<file path="src/rtl/sobel_gradient_direction_macros.svh">
// Assertion macros shared by the Sobel gradient blocks.
// Each macro expects signals named clk and rst_n in the module that uses it.
`ifndef SOBEL_GRADIENT_DIRECTION_MACROS_SVH
`define SOBEL_GRADIENT_DIRECTION_MACROS_SVH

// The consequent holds in the same cycle as the antecedent.
`define SGD_ASSERT_SAME(label, ante, cons, msg) \
    label: assert property (@(posedge clk) disable iff (!rst_n) (ante) |-> (cons)) \
        else $error(msg);

// The consequent holds in the cycle after the antecedent.
`define SGD_ASSERT_NEXT(label, ante, cons, msg) \
    label: assert property (@(posedge clk) disable iff (!rst_n) (ante) |=> (cons)) \
        else $error(msg);

`endif

</file>
<file path="src/rtl/sgd_pkg.sv">
// Shared constants, codes and control types of the Sobel gradient block.
// Used by the controller, the datapath and the top level.
package sgd_pkg;

    localparam int MAX_WIDTH  = 1024;
    localparam int MAX_HEIGHT = 4096;

    localparam int COL_W  = $clog2(MAX_WIDTH);
    localparam int ROW_W  = $clog2(MAX_HEIGHT);
    localparam int FW_W   = 11;
    localparam int FH_W   = 13;
    localparam int CFG_W  = 13;
    localparam int PEND_W = 11;
    localparam int PIX_W  = 24;
    localparam int PIX_BYTE = 8;
    localparam int GRAD_W = 11;
    localparam int MAG_W  = 15;
    localparam int SQRT_STEPS = 15;
    localparam int STEP_W = 4;

    localparam logic [PEND_W-1:0] PEND_MAX = {PEND_W{1'b1}};
    localparam logic [FW_W-1:0] RESET_WIDTH  = FW_W'(640);
    localparam logic [FH_W-1:0] RESET_HEIGHT = FH_W'(480);

    localparam logic CMD_PIXEL = 1'b0;
    localparam logic CMD_FLUSH = 1'b1;

    localparam logic CFG_FRAME_WIDTH  = 1'b0;
    localparam logic CFG_FRAME_HEIGHT = 1'b1;

    localparam logic [1:0] DIR_0   = 2'd0;
    localparam logic [1:0] DIR_45  = 2'd1;
    localparam logic [1:0] DIR_90  = 2'd2;
    localparam logic [1:0] DIR_135 = 2'd3;

    typedef struct packed {
        logic accept;
        logic read;
        logic advance;
        logic second;
        logic mul;
        logic sqrt_init;
        logic sqrt_step;
        logic load_out;
    } ctl_cmd_t;

    typedef struct packed {
        logic work;
        logic has_result;
        logic dbl;
        logic out_busy;
    } dp_status_t;

endpackage

</file>
<file path="src/rtl/sgd_ctrl.sv">
// Controller state machine of the Sobel gradient block.
// Depends on sgd_pkg and the assertion macros header.
`include "sobel_gradient_direction_macros.svh"

module sgd_ctrl import sgd_pkg::*; (
    input  logic       clk,
    input  logic       rst_n,
    input  logic       in_valid,
    output logic       in_ready,
    input  dp_status_t status,
    output ctl_cmd_t   cmd
);

    typedef enum logic [2:0] {
        S_IDLE,
        S_READ,
        S_ADV,
        S_MUL,
        S_ROOT0,
        S_ROOT,
        S_DONE
    } state_t;

    state_t state_reg, state_next;
    logic [STEP_W-1:0] step_reg, step_next;
    logic in_ready_reg;

    always_comb
    begin
        state_next = state_reg;
        step_next  = step_reg;
        cmd        = '0;
        case (state_reg)
            S_IDLE:
            begin
                cmd.accept = in_valid;
                if (in_valid && status.work)
                begin
                    state_next = S_READ;
                end
            end
            S_READ:
            begin
                cmd.read   = 1'b1;
                state_next = S_ADV;
            end
            S_ADV:
            begin
                cmd.advance = 1'b1;
                if (status.dbl)
                begin
                    cmd.second = 1'b1;
                    state_next = S_READ;
                end
                else if (status.has_result)
                begin
                    state_next = S_MUL;
                end
                else
                begin
                    state_next = S_IDLE;
                end
            end
            S_MUL:
            begin
                cmd.mul    = 1'b1;
                state_next = S_ROOT0;
            end
            S_ROOT0:
            begin
                cmd.sqrt_init = 1'b1;
                step_next     = '0;
                state_next    = S_ROOT;
            end
            S_ROOT:
            begin
                cmd.sqrt_step = 1'b1;
                step_next     = step_reg + STEP_W'(1);
                if (step_reg == STEP_W'(SQRT_STEPS - 1))
                begin
                    state_next = S_DONE;
                end
            end
            S_DONE:
            begin
                if (!status.out_busy)
                begin
                    cmd.load_out = 1'b1;
                    state_next   = S_IDLE;
                end
            end
            default:
            begin
                state_next = S_IDLE;
            end
        endcase
    end

    always_ff @(posedge clk or negedge rst_n)
    begin
        if (!rst_n)
        begin
            state_reg    <= S_IDLE;
            step_reg     <= '0;
            in_ready_reg <= 1'b1;
        end
        else
        begin
            state_reg    <= state_next;
            step_reg     <= step_next;
            in_ready_reg <= (state_next == S_IDLE);
        end
    end

    assign in_ready = in_ready_reg;

    `SGD_ASSERT_NEXT(a_ready_after_load, cmd.load_out, in_ready_reg, "not ready after result load")
    `SGD_ASSERT_SAME(a_accept_when_ready, cmd.accept, in_ready_reg, "request taken while busy")
    `SGD_ASSERT_NEXT(a_busy, cmd.accept && status.work, !in_ready_reg, "still ready")

endmodule

</file>
<file path="config.mk">
export PLATFORM = sky130hd
export DESIGN_NAME = sgd_ctrl
export DESIGN_NICKNAME = d
export VERILOG_FILES = /design/src/rtl/sgd_pkg.sv /design/src/rtl/sgd_ctrl.sv
export VERILOG_INCLUDE_DIRS = /design/src /design/src/rtl
export SDC_FILE = /design/constraint.sdc
export NUM_CORES = 1
export LEC_CHECK = 0
export BUFFER_PORTS_ARGS = -buffer_cell sky130_fd_sc_hd__clkbuf_2
export CAP_MARGIN = 0
export CORE_AREA = 2 2 39 41
export CTS_BUF_LIST = sky130_fd_sc_hd__clkbuf_8
export CTS_CLUSTER_DIAMETER = 150
export DETAILED_ROUTE_END_ITERATION = 7
export DIE_AREA = 0 0 41 43
export SYNTH_ARGS = -nofsm -noshare
export SYNTH_HDL_FRONTEND = slang
export SYNTH_SLANG_ARGS = --single-unit
</file>
<file path="constraint.sdc">
create_clock -name clk -period 1.3 [get_ports clk]
set_input_delay 0.26 -clock clk [delete_from_list [all_inputs] [get_ports clk]]
set_output_delay 0.26 -clock clk [all_outputs]
set_load 0.02 [all_outputs]
</file>
==> summary.md <==
The final number of max-transition violations came out at 0. Residual overflow from global routing: 0. Of all cell types, the one taking the most synthesized area is dfrtp_1. The library cell used most frequently in the layout, excluding fill and tap cells, is buf_4. The sequential standard cell area was 203.9 µm². Entering global routing, the biggest net connects 9 pins. The final reports fail on negative setup slack. For this run, design rule violations remaining after detail routing come to 0. Between clock sinks in the finished design, the worst skew comes to 0.005132 ns.

Setup violations remaining at the end of the flow were counted as 9. The number of synthesized register bits is 8. For the worst setup path, the data required time is 1.04 ns.

Across all hold checks on the routed design, the worst slack comes to 0.3074 ns. The register with the most flip-flops in the layout has 4 of them. The run gives 85.17% as the normalized max-slew margin.

The width of the chip is 41 µm. For the worst-skew pair, the clock arrives at the later sink with an insertion delay of 0.23 ns. The logs give 16 for the I/O pin total and 473 for the number of global-route vias before repair. At the end of the flow the core is filled with cells to 62.12%.

The total cell area at the placement stage was 655.6 µm². For this run, the top clock speed supported by timing is 679.3 MHz. The finished cells cover 859.6 µm². After detailed routing, the average wire length per cell comes to 12.81 µm. The detailed router finished its first iteration with 3 violations.

The tools report the initial antenna violation count as 0. For the pin with the worst max-slew slack, the measured transition is 0.2224 ns. The run gives 35.71% as the initial core utilization. Post-synthesis average cell area: 9.504 µm². When the netlist entered floorplanning its net count stood at 61.

Synthesis produced a netlist whose cell count is 52. Combined area of the multi-input logic cells: 336.6 µm². In this run the static leakage power is 0.0004193 µW. The first detailed-routing pass took 2 iterations.

TritonCTS built the clock tree. The floorplan has 14 rows. Area of the core: 1384 µm².

Part of the cycle the worst path needs: 113.2%. The number of fillers in the final layout was 109. The logs give 27 for the number of different library cells in the post-synthesis netlist and 897.5 µm for the estimated wirelength of the detail-placed design. The first global-routing pass estimated 1.938 mm of wire. In the final layout, the share of cells above drive strength 1 is 60.98%. After the last flow step, the layout net total stands at 92. The min-delay analysis places its worst path in the category in -> reg. The run finished, with violations left. Maximum number of buffers from clock root to sink: 2. For this run, the number of Yosys warnings is 0.

The data arrival time of the worst path is 1.21 ns. The repair_antennas step left the layout with diodes totalling 0. Path type of the worst setup path: reg -> out. Setup repair after global routing could not meet its margin everywhere. Subtracting the final worst setup slack from the clock period gives 1.472 ns. The max-cap violation count is 0, and the vias per cell is 4.918. The number of endpoints with negative hold slack in the final report was 0; the highest fanout seen on the critical path was 4.

The total standard cell area after synthesis came out at 494.2 µm². The library cells used most frequently in the layout, excluding fill and tap cells, are buf_4, clkbuf_2, buf_6, nand2_1, dfrtp_1. The power density relative to cell area was 2363 nW/µm²; the maximum VDD drop was 1.273 mV. The count of buffers added on input and output ports is 15.

The floorplan step defined a die boundary enclosing 1763 µm². The tools report the depth of the CTS H-tree as 1. Relative to the synthesized area, the layout overhead comes to 73.92%.

The die span in y is 43 µm. The register area share after synthesis is 40.76%. The tools report the kind of capture point of the worst setup path as a primary output.

The share of the synthesized area in the top cell type was 35.44%. At the end of routability-driven placement, the weighted congestion stood at 0.7183. The detail route stage leaves a number of antenna-violating nets equal to 0. The cell chosen for the clock root is clkbuf_8. The routed design has 1.255 mm of wire. TritonCTS created 3 clock buffers. The total via count after detailed routing is 482, and the clock net sink count is 8. By area the synthesized netlist is led by dfrtp_1, dfstp_2, ha_1, nand2_1, a21oi_1. After clock tree synthesis, the clock-pin slew on the worst setup and hold paths is 0.04 ns. Across every metal layer, demand over resource in global routing totals 17.09%.

The tools report the category of the worst setup path launch point as a flop. The worst path setup slack after routing came out at -0.1720 ns.
routing by layer:
| metal | vias to the layer above | part of all wire (%) | track usage, % | wire length (µm) |
|---|---|---|---|---|
| li1 | 247 | - | - | - |
| met1 | 225 | 44 | 21.05 | 547 |
| met2 | 8 | 52 | 25.31 | 655 |
| met3 | 2 | 2.8 | 4.712 | 35 |
| met4 | 0 | 1.4 | 10.00 | 17 |
| met5 | - | 0 | 0 | 0 |
report_power, final:
part / leakage, µW / switching [µW] / internal (µW) / total, µW
registers: 0.0000987 / 127 / 363 / 490
clock network: 0.0000269 / 99.0 / 205 / 304
logic: 0.000294 / 545 / 693 / 1240
total: 0.000419 / 771 / 1260 / 2030
final timing paths:
kind,from,endpoint,slack (ns),cells after the start
min in group asynchronous,rst_n,step_reg[3],0.43,2
setup reg to reg,state_reg[2],in_ready,-0.03,5
hold reg to reg,step_reg[2],step_reg[2],0.54,1
hold / removal,status[2],in_ready,0.31,3
max in group asynchronous,rst_n,in_ready,0.61,2
setup / recovery,state_reg[0],cmd[4],-0.17,4
timing repair:
action,4_1_cts,5_1_grt
setup endpoints to repair,9,10
pin swaps,2,8
hold endpoints to repair,7,0
buffers inserted,2,1
hold buffers,1,0
gates resized for setup,19,22
cells by family after synthesis:
logic type,synth area share [%]
DFF,40.76
adders and majority gates,5.062
buffers and inverters,5.315
AOI/OAI and AO/OA,14.18
muxes,2.278
and+or+nand+nor,32.40
worst max-delay path, stage by stage, from the launching register on:
cell,delay (ns)
dfrtp_1,0.42
nand2b_4,0.19
nor2_4,0.12
and2_4,0.16
buf_8,0.10
synthesized netlist by cell type (all sizes together):
cell and n:
nand3b 1, nor2 2, a21oi 3, nand2 5, a22o 1, a31o 1, buf 2, dfrtp 7
nor2b 2, nor4b 2, nor3 2, a21o 2, dfstp 1, o21ai 3, o21a 1, mux2 1
and2 2, nand2b 3, or3b 1, inv 3, nand3 2, nor3b 3, ha 2
final cells by class:
class | count | area share [%]
Clock buffer | 3 | 4.803
Sequential cell | 8 | 23.73
Timing Repair Buffer | 28 | 28.24
Tap cell | 16 | 2.329
Clock inverter | 1 | 0.4367
Inverter | 3 | 1.310
Multi-Input combinational cell | 39 | 39.16
metrics by stage:
stage          instances  power (µW)  setup TNS [ns]  worst slack (ns)
5_1_grt               98        2168          -1.472           -0.2109
3_5_place_dp          90        1342       -0.008307         -0.008307
6_report              98        2031          -1.030           -0.1720
2_1_floorplan         52        1007        -0.05132          -0.03737
3_3_place_gp          90        1324               0          0.009042
4_1_cts               97        1867          -1.245           -0.1965
No activity file was read; power rests on OpenSTA's default activity.
